$ cat src/rtl/swr_pkg.sv
`timescale 1ns / 1ps
// Shared types and constants for the stop-and-wait packet receiver.
// No dependencies; imported by every module of the block.
package swr_pkg;

   // Packet framing
   localparam int HEADER_BYTES     = 7;
   localparam int MAX_PACKET_BYTES = 16384;
   localparam int POS_W            = 15;   // holds 0 .. MAX_PACKET_BYTES
   localparam int HDR_W            = 6;    // stored header bytes 1 to 6

   // Header byte slots
   localparam int HDR_LAST   = 0;
   localparam int HDR_SEQ_HI = 1;
   localparam int HDR_SEQ_LO = 2;
   localparam int HDR_LEN_HI = 3;
   localparam int HDR_LEN_LO = 4;
   localparam int HDR_TYPE   = 5;

   // Reply codes and marks
   localparam logic [7:0] CODE_ACK  = 8'h25;
   localparam logic [7:0] CODE_NAK  = 8'h5E;
   localparam logic [7:0] LAST_MARK = 8'h24;
   localparam logic [7:0] SEQ_REJECT = 8'hFF;
   localparam logic [7:0] SUM_GOOD  = 8'hFF;
   localparam logic [7:0] LAST_LO_RESET = 8'hFF;

   // Result word kinds
   localparam logic ITEM_PAYLOAD = 1'b0;
   localparam logic ITEM_VERDICT = 1'b1;

   // Queue between front and back
   localparam int QUEUE_DEPTH = 4;
   localparam int QPTR_W      = 2;
   localparam int QCNT_W      = 3;

   // One classified input word, as handed from front to back
   typedef struct packed {
      logic       has_payload;
      logic [7:0] payload_byte;
      logic       has_verdict;
      logic [7:0] reply_code;
      logic [7:0] reply_seq_high;
      logic [7:0] reply_seq_low;
      logic       accepted;
      logic       transfer_done;
   } rec_type;

endpackage

$ cat src/rtl/swr_front.sv
`timescale 1ns / 1ps
// Front end: accepts packet bytes, tracks position, checksum and header,
// and builds a record for each word with a payload byte and/or the verdict. Uses swr_pkg.
module swr_front (
   input  logic             clock,
   input  logic             reset,
   input  logic             accept,
   input  logic [7:0]       data_byte,
   input  logic             end_of_packet,
   output logic             rec_push,
   output swr_pkg::rec_type rec_data
);
   import swr_pkg::*;

   logic [POS_W-1:0] pos_ff, pos_in;
   logic [7:0]       sum_ff, sum_in;
   logic [7:0]       hdr_ff [HDR_W];
   logic [7:0]       hdr_in [HDR_W];
   logic [7:0]       last_hi_ff, last_hi_in;
   logic [7:0]       last_lo_ff, last_lo_in;
   logic             done_ff, done_in;

   logic             in_range, in_hdr, take;
   logic [13:0]      plen;
   logic [POS_W-1:0] limit;
   logic [8:0]       sum_t;
   logic [7:0]       sum_add, sum_upd;
   logic [7:0]       hdr_upd [HDR_W];
   logic             is_ack, in_order, good, last_flag;
   logic signed [8:0] lh, ll, nh, nl;
   logic             live;

   // Position and payload window
   always_comb begin
      in_range = pos_ff < POS_W'(MAX_PACKET_BYTES);
      in_hdr   = pos_ff < POS_W'(HEADER_BYTES);
      plen     = {hdr_ff[HDR_LEN_HI][6:0], hdr_ff[HDR_LEN_LO][6:0]};
      limit    = {1'b0, plen} + POS_W'(HEADER_BYTES);
      take     = in_range && (in_hdr || (pos_ff < limit));
   end

   // End-around-carry sum and header capture, with this word included
   always_comb begin
      sum_t   = {1'b0, sum_ff} + {1'b0, data_byte};
      sum_add = sum_t[7:0] + {7'd0, sum_t[8]};
      sum_upd = take ? sum_add : sum_ff;
      for (int i = 0; i < HDR_W; i++) begin
         hdr_upd[i] = (take && in_hdr && (pos_ff == POS_W'(i + 1))) ? data_byte : hdr_ff[i];
      end
   end

   // Verdict: type check, sequence order (signed bytes), checksum
   always_comb begin
      lh = {last_hi_ff[7], last_hi_ff};
      ll = {last_lo_ff[7], last_lo_ff};
      nh = {hdr_upd[HDR_SEQ_HI][7], hdr_upd[HDR_SEQ_HI]};
      nl = {hdr_upd[HDR_SEQ_LO][7], hdr_upd[HDR_SEQ_LO]};
      in_order  = ((lh == nh) && ((ll + 9'sd1) == nl)) ||
                  (((lh + 9'sd1) == nh) && (nl == 9'sd0) && (ll == 9'sd127));
      is_ack    = hdr_upd[HDR_TYPE] == CODE_ACK;
      good      = is_ack && in_order && (sum_upd == SUM_GOOD);
      last_flag = hdr_upd[HDR_LAST] == LAST_MARK;
   end

   // Record for the back end
   always_comb begin
      live = accept && !done_ff;
      rec_data.has_payload   = take && !in_hdr;
      rec_data.payload_byte  = data_byte;
      rec_data.has_verdict   = end_of_packet;
      rec_data.reply_code    = is_ack ? CODE_ACK : CODE_NAK;
      rec_data.reply_seq_high = (!is_ack || good) ? hdr_upd[HDR_SEQ_HI] : SEQ_REJECT;
      rec_data.reply_seq_low  = (!is_ack || good) ? hdr_upd[HDR_SEQ_LO] : SEQ_REJECT;
      rec_data.accepted      = good;
      rec_data.transfer_done = good && last_flag;
      rec_push = live && (rec_data.has_payload || end_of_packet);
   end

   // Next state
   always_comb begin
      pos_in     = pos_ff;
      sum_in     = sum_ff;
      hdr_in     = hdr_ff;
      last_hi_in = last_hi_ff;
      last_lo_in = last_lo_ff;
      done_in    = done_ff;
      if (live) begin
         pos_in = in_range ? (pos_ff + POS_W'(1)) : pos_ff;
         sum_in = sum_upd;
         hdr_in = hdr_upd;
         if (end_of_packet) begin
            pos_in = '0;
            sum_in = '0;
            for (int i = 0; i < HDR_W; i++) begin
               hdr_in[i] = '0;
            end
            if (good) begin
               last_hi_in = hdr_upd[HDR_SEQ_HI];
               last_lo_in = hdr_upd[HDR_SEQ_LO];
               done_in    = last_flag;
            end
         end
      end
   end

   // State registers
   always_ff @(posedge clock) begin
      if (reset) begin
         pos_ff     <= '0;
         sum_ff     <= '0;
         for (int i = 0; i < HDR_W; i++) begin
            hdr_ff[i] <= '0;
         end
         last_hi_ff <= '0;
         last_lo_ff <= LAST_LO_RESET;
         done_ff    <= 1'b0;
      end else begin
         pos_ff     <= pos_in;
         sum_ff     <= sum_in;
         hdr_ff     <= hdr_in;
         last_hi_ff <= last_hi_in;
         last_lo_ff <= last_lo_in;
         done_ff    <= done_in;
      end
   end

endmodule

$ cat src/rtl/swr_queue.sv
`timescale 1ns / 1ps
// Short record queue between front and back ends.
// Uses swr_pkg for the record type and depth.
module swr_queue (
   input  logic             clock,
   input  logic             reset,
   input  logic             push,
   input  swr_pkg::rec_type push_data,
   input  logic             pop,
   output swr_pkg::rec_type head,
   output logic             empty,
   output logic             full
);
   import swr_pkg::*;

   rec_type            mem_ff [QUEUE_DEPTH];
   logic [QPTR_W-1:0]  wr_ff, wr_in;
   logic [QPTR_W-1:0]  rd_ff, rd_in;
   logic [QCNT_W-1:0]  cnt_ff, cnt_in;
   logic               do_push, do_pop;

   // Flags and head word
   always_comb begin
      empty   = cnt_ff == '0;
      full    = cnt_ff == QCNT_W'(QUEUE_DEPTH);
      head    = mem_ff[rd_ff];
      do_push = push && !full;
      do_pop  = pop && !empty;
      wr_in   = do_push ? (wr_ff + QPTR_W'(1)) : wr_ff;
      rd_in   = do_pop ? (rd_ff + QPTR_W'(1)) : rd_ff;
      cnt_in  = cnt_ff + QCNT_W'(do_push) - QCNT_W'(do_pop);
   end

   // Pointers and count
   always_ff @(posedge clock) begin
      if (reset) begin
         wr_ff  <= '0;
         rd_ff  <= '0;
         cnt_ff <= '0;
      end else begin
         wr_ff  <= wr_in;
         rd_ff  <= rd_in;
         cnt_ff <= cnt_in;
      end
   end

   // Storage
   always_ff @(posedge clock) begin
      if (do_push) begin
         mem_ff[wr_ff] <= push_data;
      end
   end

endmodule

$ cat src/rtl/swr_back.sv
`timescale 1ns / 1ps
// Back end: expands each queued record into a payload word and/or a verdict
// word, held in an output register. Uses swr_pkg.
module swr_back (
   input  logic             clock,
   input  logic             reset,
   input  swr_pkg::rec_type head,
   input  logic             q_empty,
   output logic             q_pop,
   input  logic             out_pop,
   output logic             out_valid,
   output logic             item_type,
   output logic [7:0]       payload_byte,
   output logic [7:0]       reply_code,
   output logic [7:0]       reply_seq_high,
   output logic [7:0]       reply_seq_low,
   output logic             accepted,
   output logic             transfer_done,
   output logic             final_item
);
   import swr_pkg::*;

   logic       vld_ff, vld_in;
   logic       phase_ff, phase_in;   // payload of head already sent
   logic       load, emit_pay;
   logic       type_ff, type_in;
   logic [7:0] pay_ff, pay_in, code_ff, code_in, shi_ff, shi_in, slo_ff, slo_in;
   logic       acc_ff, acc_in, done_ff, done_in, fin_ff, fin_in;

   // Pick the next word from the queue head
   always_comb begin
      load     = !q_empty && (!vld_ff || out_pop);
      emit_pay = !phase_ff && head.has_payload;
      q_pop    = load && !(emit_pay && head.has_verdict);
      vld_in   = load || (vld_ff && !out_pop);
      phase_in = phase_ff;
      type_in  = type_ff;
      pay_in   = pay_ff;
      code_in  = code_ff;
      shi_in   = shi_ff;
      slo_in   = slo_ff;
      acc_in   = acc_ff;
      done_in  = done_ff;
      fin_in   = fin_ff;
      if (load) begin
         if (emit_pay) begin
            type_in  = ITEM_PAYLOAD;
            pay_in   = head.payload_byte;
            code_in  = '0;
            shi_in   = '0;
            slo_in   = '0;
            acc_in   = 1'b0;
            done_in  = 1'b0;
            fin_in   = !head.has_verdict;
            phase_in = head.has_verdict;
         end else begin
            type_in  = ITEM_VERDICT;
            pay_in   = '0;
            code_in  = head.reply_code;
            shi_in   = head.reply_seq_high;
            slo_in   = head.reply_seq_low;
            acc_in   = head.accepted;
            done_in  = head.transfer_done;
            fin_in   = 1'b1;
            phase_in = 1'b0;
         end
      end
   end

   // Control registers
   always_ff @(posedge clock) begin
      if (reset) begin
         vld_ff   <= 1'b0;
         phase_ff <= 1'b0;
      end else begin
         vld_ff   <= vld_in;
         phase_ff <= phase_in;
      end
   end

   // Output word register
   always_ff @(posedge clock) begin
      type_ff <= type_in;
      pay_ff  <= pay_in;
      code_ff <= code_in;
      shi_ff  <= shi_in;
      slo_ff  <= slo_in;
      acc_ff  <= acc_in;
      done_ff <= done_in;
      fin_ff  <= fin_in;
   end

   assign out_valid      = vld_ff;
   assign item_type      = type_ff;
   assign payload_byte   = pay_ff;
   assign reply_code     = code_ff;
   assign reply_seq_high = shi_ff;
   assign reply_seq_low  = slo_ff;
   assign accepted       = acc_ff;
   assign transfer_done  = done_ff;
   assign final_item     = fin_ff;

endmodule

$ cat src/rtl/stop_wait_packet_receiver_unit.sv
`timescale 1ns / 1ps
// Stop-and-wait packet receiver, top level. Uses swr_pkg, swr_front,
// swr_queue and swr_back.
//
// Input words (req_data_byte, req_end_of_packet) are taken at an edge with
// req_push high and req_full low, one packet byte per word, header first.
// Result words come out queue-style: while rsp_empty is low the oldest word
// is on the rsp_ ports, and it leaves at an edge with rsp_pop high.
// A payload byte yields one word; the end-of-packet byte yields its verdict
// word, preceded by a payload word if that byte is payload too.
// Path: a word's record enters the queue at the edge that takes it; its first
// result is then loaded from the queue head into the output register at a
// later edge, after which it is on the rsp_ ports and can be popped.
// Throughput: one input word per cycle while req_full is low and one result
// word per cycle while rsp_pop is high, as the output register emits one word
// a cycle; the 4-entry record queue absorbs two-result words holding it up.
// Reset clears the packet state, the stored sequence (to minus one) and the
// transfer-done flag; the block is ready in the cycle after reset.
// When the receiver stops popping, the queue fills and req_full rises;
// nothing is dropped. Once the transfer is done, words are still taken but
// give no result.
module stop_wait_packet_receiver_unit (
   input  logic       clock,
   input  logic       reset,
   input  logic       req_push,
   output logic       req_full,
   input  logic [7:0] req_data_byte,
   input  logic       req_end_of_packet,
   output logic       rsp_empty,
   input  logic       rsp_pop,
   output logic       rsp_item_type,
   output logic [7:0] rsp_payload_byte,
   output logic [7:0] rsp_reply_code,
   output logic [7:0] rsp_reply_seq_high,
   output logic [7:0] rsp_reply_seq_low,
   output logic       rsp_accepted,
   output logic       rsp_transfer_done,
   output logic       rsp_final_item
);
   import swr_pkg::*;

   logic    accept;
   logic    rec_push;
   rec_type rec_data;
   rec_type q_head;
   logic    q_empty, q_full, q_pop;
   logic    out_valid;

   assign req_full  = q_full;
   assign accept    = req_push && !q_full;
   assign rsp_empty = !out_valid;

   // Front: classify bytes and build records
   swr_front u_front (
      .clock         (clock),
      .reset         (reset),
      .accept        (accept),
      .data_byte     (req_data_byte),
      .end_of_packet (req_end_of_packet),
      .rec_push      (rec_push),
      .rec_data      (rec_data)
   );

   // Record queue
   swr_queue u_queue (
      .clock     (clock),
      .reset     (reset),
      .push      (rec_push),
      .push_data (rec_data),
      .pop       (q_pop),
      .head      (q_head),
      .empty     (q_empty),
      .full      (q_full)
   );

   // Back: emit result words
   swr_back u_back (
      .clock          (clock),
      .reset          (reset),
      .head           (q_head),
      .q_empty        (q_empty),
      .q_pop          (q_pop),
      .out_pop        (rsp_pop),
      .out_valid      (out_valid),
      .item_type      (rsp_item_type),
      .payload_byte   (rsp_payload_byte),
      .reply_code     (rsp_reply_code),
      .reply_seq_high (rsp_reply_seq_high),
      .reply_seq_low  (rsp_reply_seq_low),
      .accepted       (rsp_accepted),
      .transfer_done  (rsp_transfer_done),
      .final_item     (rsp_final_item)
   );

endmodule

$ cat config.mk
export PLATFORM = sky130hd
export DESIGN_NAME = stop_wait_packet_receiver_unit
export DESIGN_NICKNAME = d
export VERILOG_FILES = /design/src/rtl/swr_pkg.sv /design/src/rtl/swr_front.sv /design/src/rtl/swr_queue.sv /design/src/rtl/swr_back.sv /design/src/rtl/stop_wait_packet_receiver_unit.sv
export SDC_FILE = /design/constraint.sdc
export NUM_CORES = 1
export LEC_CHECK = 0
export ABC_AREA = 1
export BUFFER_PORTS_ARGS = -buffer_cell sky130_fd_sc_hd__buf_4
export CAP_MARGIN = 10
export CORE_MARGIN = 2
export CORE_UTILIZATION = 60
export CTS_BUF_LIST = sky130_fd_sc_hd__clkbuf_4
export CTS_CLUSTER_SIZE = 20
export DETAILED_ROUTE_END_ITERATION = 7
export PLACE_DENSITY = 0.79
export SLEW_MARGIN = 5
export SYNTH_ARGS = -nofsm -noshare
export SYNTH_HDL_FRONTEND = slang
export SYNTH_SLANG_ARGS = --single-unit
export TNS_END_PERCENT = 30
$ cat constraint.sdc
create_clock -name clock -period 8.8 [get_ports clock]
set_input_delay 1.76 -clock clock [delete_from_list [all_inputs] [get_ports clock]]
set_output_delay 1.76 -clock clock [all_outputs]
set_load 0.01 [all_outputs]
==> out/results.ini, run 1 <==
[sta]
final_max_slew_viol_count=0
clock_skew_ns=0.0424
hold_viol=0
post-route-period-util_pct=56.0
tns_ns=0
rsz0062_at_grt=false
setup_viol=0
worstMarginPinSlew_ns=1.04
timing.slew.headroom_pct=30.7
fin_crit_ns=4.93
max_freq_mhz=203

[logic_synthesis]
yosysTopAreaCell=edfxtp_1
avgSynthCellArea_um2=8.33
synth_top_cell_area_share_pct=35.8
synthTopCellsByCount=nand2_1, nor2_1, inv_1
syn_inst=1519
yosysWarningCount=0
synth_most_common_cell=nand2_1
synth-seq-cells=248
async_flop_share_pct=0
synth_edf_count=151
syn_nets=1571
synthFlopType=edfxtp_1
syn_area_mm2=0.0126
synth_cell_type_count=46
ys_seq_area_share_pct=51.2
ys_top_cells_by_area=edfxtp_1, dfxtp_1, nand2_1

[place]
gp_congestion=0.926
placed_cells=1802
port_buffers=49
post-dp-hpwl_um=19800

[clock_tree]
numCtsBuffers=67
clockRootBuffer=clkbuf_4
htreeDepth=3
post_cts_buffers=0
clock_sinks=248
worstSkewPairLatency_ns=0.69
clockBufferDepth=3
cts_resized=0
cts_tree=yes
cts_hold_buf=0
path_clk_slew_ns=0.07

[route]
avgRoutedWirePerCell_um=15.3
vias=10400
drt_iter0_drc=672
routed-wl-met3_um=1970
drc_errors=0
routed_wl_um=29500
wl_met1_um=11900
antenna_left=0
first_pass_iters=5
via_per_inst=5.42
met2WireLength_um=14700
topRoutingLayerUsed=met4

[worst_setup_path]
worstPathArrival_ns=5.28
start_kind=input pin
crit_path_top_delay_cell=o21ai_4
crit_required_ns=9.15
critPathKind=in -> reg
cp_max_fo=16
cp-end-kind=flop
crit_chain=buf_4, ha_1, fa_1, nand4_1, nand3_1, a21oi_1, o21bai_1, ha_1, ha_1, inv_1, nor2_1, nand3_1, nor2_1, nand2_1, xnor2_1, nand2_1, nand2_1, nor2_1, inv_1, o21ai_4, nand3_1
critPathMaxStageDelay_ns=0.57

[hold_path]
worstHoldPathType=reg -> reg

[floorplanning]
core_area_mm2=0.0208
die_w_um=149
io_pins=51
die_area_mm2=0.0223
rows=53
start_util_pct=60.7
dieHeight_um=149

[run_status]
status=finished, final reports clean

[finish]
drive_gt1_share_pct=15.2
synthToLayoutAreaGrowth_pct=11.5
stdcell_count=1924
nNetsFinal=1648

[run]
cap_violations=0

[global_route]
grt_max_degree=62
antenna_found_initial=2
grt_pass1_wl_um=47700
grt_pass1_vias=9870
track_usage_pct=27.3
grt.overflow.total=0

[power_and_ir_drop]
leakage_nw=6.12
ir_drop_mv=0.104
power_density_mw_per_mm2=244

## layer usage
metal,global-route usage (%),vias up
met1,32.7,4826
met3,5.17,74
met4,12.4,0
met2,47.7,339
met5,0,-
li1,-,5194
## logic make-up after synthesis
group / synth area share (%)
AO/OA/AOI/OAI: 9.84
XOR/XNOR: 1.73
adder cells (fa/ha/maj): 3.98
buffers and inverters: 7.18
flip-flops: 51.2
other: 0.0296
AND/OR/NAND/NOR: 26.0
## report_power, final
group          total [mW]  switching [mW]  leakage (nW)  internal (mW)
Clock                1.05           0.472         0.518          0.577
Combinational       0.913           0.608          3.43          0.304
Sequential           1.48          0.0515          2.17           1.43
Total                3.44            1.13          6.12           2.31
## flip-flops by register name, summed over array words and instances (netlist names), 2 cells and up, named ones only
| name | count |
|---|---|
| u_back.reply_code | 3 |
| u_queue.wr_ff | 2 |
| u_front.last_hi_ff | 8 |
| u_back.payload_byte | 8 |
| u_front.sum_ff | 8 |
| u_queue.rd_ff | 2 |
| u_front.last_lo_ff | 8 |
| u_front.hdr_ff | 46 |
| u_queue.cnt_ff | 3 |
| u_back.reply_seq_low | 8 |
| u_queue.mem_ff | 120 |
| u_back.reply_seq_high | 8 |
| u_front.pos_ff | 15 |
## cells in the final DEF (no fill, tap or decap), drive strengths merged, types with 17 or more instances in the layout
cell type  count
nand3         94
a21oi        103
clkbuf        99
buf           62
nand2        408
nor2         203
o22ai         23
dfxtp         97
edfxtp       151
o21ai         97
clkinv        17
nand4         19
xor2          18
inv          171
ha            37
## per-stage QoR
stage	hold WS [ns]	power (mW)	worst slack [ns]	util (%)	area, um^2
2_1_floorplan	0.436	2.10	4.08	-	12600
3_3_place_gp	0.449	2.38	3.31	63.4	13200
3_5_place_dp	0.456	2.42	3.22	63.4	13200
4_1_cts	0.465	3.47	3.92	67.7	14100
5_1_grt	0.479	3.66	3.58	67.7	14100
6_report	0.463	3.44	3.87	67.7	14100
## worst paths after layout
path                          start                     to  slack [ns]  cells after the start
setup / recovery   req_data_byte[0]   u_queue.mem_ff[1][4]        3.87                     21
hold / removal    u_front.hdr_ff[8]      u_front.hdr_ff[8]        0.46                      2
setup reg to reg  u_front.hdr_ff[8]  u_queue.mem_ff[0][12]        4.10                     19
hold reg to reg   u_front.hdr_ff[8]      u_front.hdr_ff[8]        0.46                      2
## critical path, delay by kind of cell
family | cells | cell delay, ns
adders and majority gates | 4 | 1.10
xor gates and xnor gates | 1 | 0.07
AOI/OAI and AO/OA | 3 | 0.80
buffers and inverters | 3 | 0.39
and+or+nand+nor | 10 | 1.17
## cell type report
type | instances | area [um^2]
antenna | 2 | 5.00
clock buffer | 99 | 743
clock inverter | 21 | 145
fill | 1707 | 6720
inverter | 171 | 642
multi-input combinational | 1046 | 5280
sequential | 248 | 6480
tap | 275 | 344
timing repair buffer | 62 | 465
No activity file was read; power rests on OpenSTA's default activity.
==> run 2: changes to the inputs <==
--- a/config.mk
+++ b/config.mk
@@ -5,7 +5,7 @@
 export SDC_FILE = /design/constraint.sdc
 export NUM_CORES = 1
 export LEC_CHECK = 0
-export ABC_AREA = 1
+export ABC_AREA = 0
 export BUFFER_PORTS_ARGS = -buffer_cell sky130_fd_sc_hd__buf_4
 export CAP_MARGIN = 10
 export CORE_MARGIN = 2
==> constraint.sdc (replaced) <==
create_clock -name clock -period 4.7 [get_ports clock]
set_input_delay 0.94 -clock clock [delete_from_list [all_inputs] [get_ports clock]]
set_output_delay 0.94 -clock clock [all_outputs]
set_load 0.01 [all_outputs]
==> run 2 against run 1 <==
Effect of this change:
- combinational power increased by 36%
- count of clock-buffer cells in the layout fell by 15
- total power grew 66%
- routed wire length fell by 14%
- register-to-register slack got worse by 3.6 ns
- clock skew grew 0.029 ns
- synthesized cell count shrank 35%
- sequential power up 82%
- die area is 7.2% lower
- sequential share of layout area is 2.9 points higher
- highest routed layer unchanged
==> out/results.ini, run 2 <==
[run_status]
status=finished, final reports clean

[worst_setup_path]
cp-end-kind=flop
crit_required_ns=5.10
timing.rr.start=u_front.pos_ff[3]
r2r_setup_slack_ns=0.49
crit_chain=or4_4, nor4_2, buf_4, mux2i_1, xnor2_1, or4_1, nor4_1, a32o_1, a21o_1, buf_12, nand2_1
cp_max_fo=16
start_kind=flop
critPathMaxStageDelay_ns=0.61
crit_buf_inv=2
critPathKind=reg -> reg
reg2regPathDepth=11
cp.depth=11
worstPathArrival_ns=4.60
crit_family=simple AND/OR/NAND/NOR gates
rr_endpoint=u_queue.mem_ff[0][3]
crit_path_top_delay_cell=or4_4

[sta]
clock_skew_ns=0.0710
final_max_slew_viol_count=0
rsz0062_at_grt=false
post-route-period-util_pct=89.5
tns_ns=0
hold_viol=0
whs_ns=0.474
worstMarginPinSlew_ns=0.987
max_freq_mhz=238
fin_crit_ns=4.21
timing.slew.headroom_pct=34.2
setup_viol=0

[finish]
stdcell_count=1395
reg_top3=u_queue.mem_ff (120), u_front.hdr_ff (46), u_front.pos_ff (15)
synthToLayoutAreaGrowth_pct=13.2
layout_commonest_cell=edfxtp_1
regMostFlops=u_queue.mem_ff
multi_input_area_mm2=0.00491
drive_gt1_share_pct=19.8
fin_util_pct=68.6
nNetsFinal=1130
largest_reg_flops=120
layout_common_cells=edfxtp_1, nor2_1, dfxtp_1
seq_area_mm2=0.00648
fillers=1436

[power_and_ir_drop]
power.switching_mw=1.61
switching_share_pct=28.1
leakage_nw=4.88
power_density_mw_per_mm2=432
pwr-share-clk_pct=31.4
cellInternalPower_mw=4.12
ir_drop_mv=0.255
combPwrFrac_pct=21.6
seqPwrFrac_pct=47.0

[clock_tree]
clockRootBuffer=clkbuf_4
path_clk_slew_ns=0.07
cts_resized=0
cts_hold_buf=0
clockBufferDepth=3
cts_tree=yes
worstSkewPairLatency_ns=0.71
htreeDepth=2
numCtsBuffers=59
clock_sinks=248
post_cts_buffers=0

[place]
post-dp-hpwl_um=16400
placed_cells=1282
gp_congestion=0.916
port_buffers=49

[logic_synthesis]
synthTopCellsByCount=edfxtp_1, nor2_1, dfxtp_1
synth_cell_type_count=74
syn_area_mm2=0.0117
async_flop_share_pct=0
synthFlopType=edfxtp_1
synth_top_cell_area_share_pct=38.7
ys_top_cells_by_area=edfxtp_1, dfxtp_1, mux4_2
synth_most_common_cell=edfxtp_1
syn_inst=991
yosysTopAreaCell=edfxtp_1
syn_nets=1043
avgSynthCellArea_um2=11.8
synth-seq-cells=248
yosysWarningCount=0
ys_seq_area_share_pct=55.3
synth_edf_count=151

[floorplanning]
die_w_um=144
die_area_mm2=0.0207
dieHeight_um=144
io_pins=51
core_area_mm2=0.0193
start_util_pct=60.6
rows=51

[global_route]
grt_pass1_wl_um=40900
antenna_found_initial=1
track_usage_pct=25.3
grt_pass1_vias=8146
grt.overflow.total=0
grt_max_degree=94

[route]
first_pass_iters=5
drt_iter0_drc=574
vias=8273
routed_wl_um=25400
via_per_inst=5.93
avgRoutedWirePerCell_um=18.2
drc_errors=0
antenna_left=0

[hold_path]
worstHoldPathType=reg -> reg
min-delay-start=u_front.done_ff
hold_depth=2
hold_end=u_front.done_ff

[run]
cap_violations=0

==> run 2: changes by cell type in the layout (fill, tap and decap cells not counted), moves of 22 or more <==
| cell | before | now |
|---|---|---|
| a21oi_1 | 102 | 31 |
| mux4_2 | 0 | 30 |
| nand2_1 | 368 | 64 |
| nand2_2 | 34 | 0 |
| xnor2_1 | 7 | 29 |
| a22oi_1 | 1 | 53 |
| nand3_1 | 92 | 21 |
| nor2b_1 | 0 | 27 |
| nor2_1 | 182 | 111 |
| o21ai_0 | 90 | 16 |
| inv_1 | 163 | 27 |
==> run 2: worst max-delay path by stage <==
stage,from,endpoint,slack [ns]
finish,u_front.pos_ff[3],u_queue.mem_ff[0][3],0.49
global route,u_front.pos_ff[11],u_queue.mem_ff[3][0],0.02
CTS,u_front.pos_ff[11],u_queue.mem_ff[0][3],0.46
detailed placement,req_data_byte[0],u_front.last_lo_ff[4],-0.02
global placement,req_data_byte[0],u_front.last_hi_ff[6],0.14
floorplan,req_data_byte[0],u_front.last_hi_ff[2],0.05
==> run 2: metrics by stage <==
step / cell area (um^2) / total power, mW / setup slack, ns
after floorplan: 11700 / 3.53 / 0.0471
after global placement: 12500 / 3.96 / 0.140
after detailed placement: 12500 / 3.99 / -0.0151
after CTS: 13300 / 5.80 / 0.463
after global routing: 13300 / 6.04 / 0.0246
final: 13300 / 5.73 / 0.494
==> run 2: layout make-up <==
type,count,share of cell area [%]
Multi-Input combinational cell,661,37.0
Sequential cell,248,48.8
Tap cell,265,2.50
Clock buffer,84,4.76
Inverter,27,0.764
Timing Repair Buffer,81,4.77
Clock inverter,28,1.30
Antenna cell,1,0.0189
==> run 2: cell families (layout without fill, tap and decap cells) <==
family,after synthesis,count (layout),share of synthesized area [%]
AO/OA/AOI/OAI,175,175,10.6
XOR/XNOR,55,55,4.42
adder cells (fa/ha/maj),39,39,4.29
buffers and inverters,82,220,2.93
flip-flops,248,248,55.3
multiplexers,53,53,7.76
other,1,2,0.0320
AND/OR/NAND/NOR,338,338,14.7
==> run 2: layer usage <==
layer  share of wire, %  up-vias  GRT usage, %
met5                  0        -             0
met4                3.7        0          12.4
met3                5.9       72          4.60
met2                 50      294          43.4
met1                 41     3988          31.0
li1                   -     3919             -
==> run 2: power groups by stage <==
stage               clock (mW)  combinational, mW  sequential [mW]
floorplan                    0              0.730             2.80
global placement             0               1.22             2.74
detailed placement           0               1.25             2.75
CTS                       1.84               1.25             2.70
global route              1.95               1.37             2.72
finish                    1.80               1.24             2.70
==> run 2: worst reg2reg max path: stages, from the launching register on <==
cell     delay [ns]
dfxtp_1        0.39
or4_4          0.61
nor4_2         0.28
buf_4          0.25
mux2i_1        0.48
xnor2_1        0.13
or4_1          0.52
nor4_1         0.35
a32o_1         0.39
a21o_1         0.22
buf_12         0.16
nand2_1        0.14
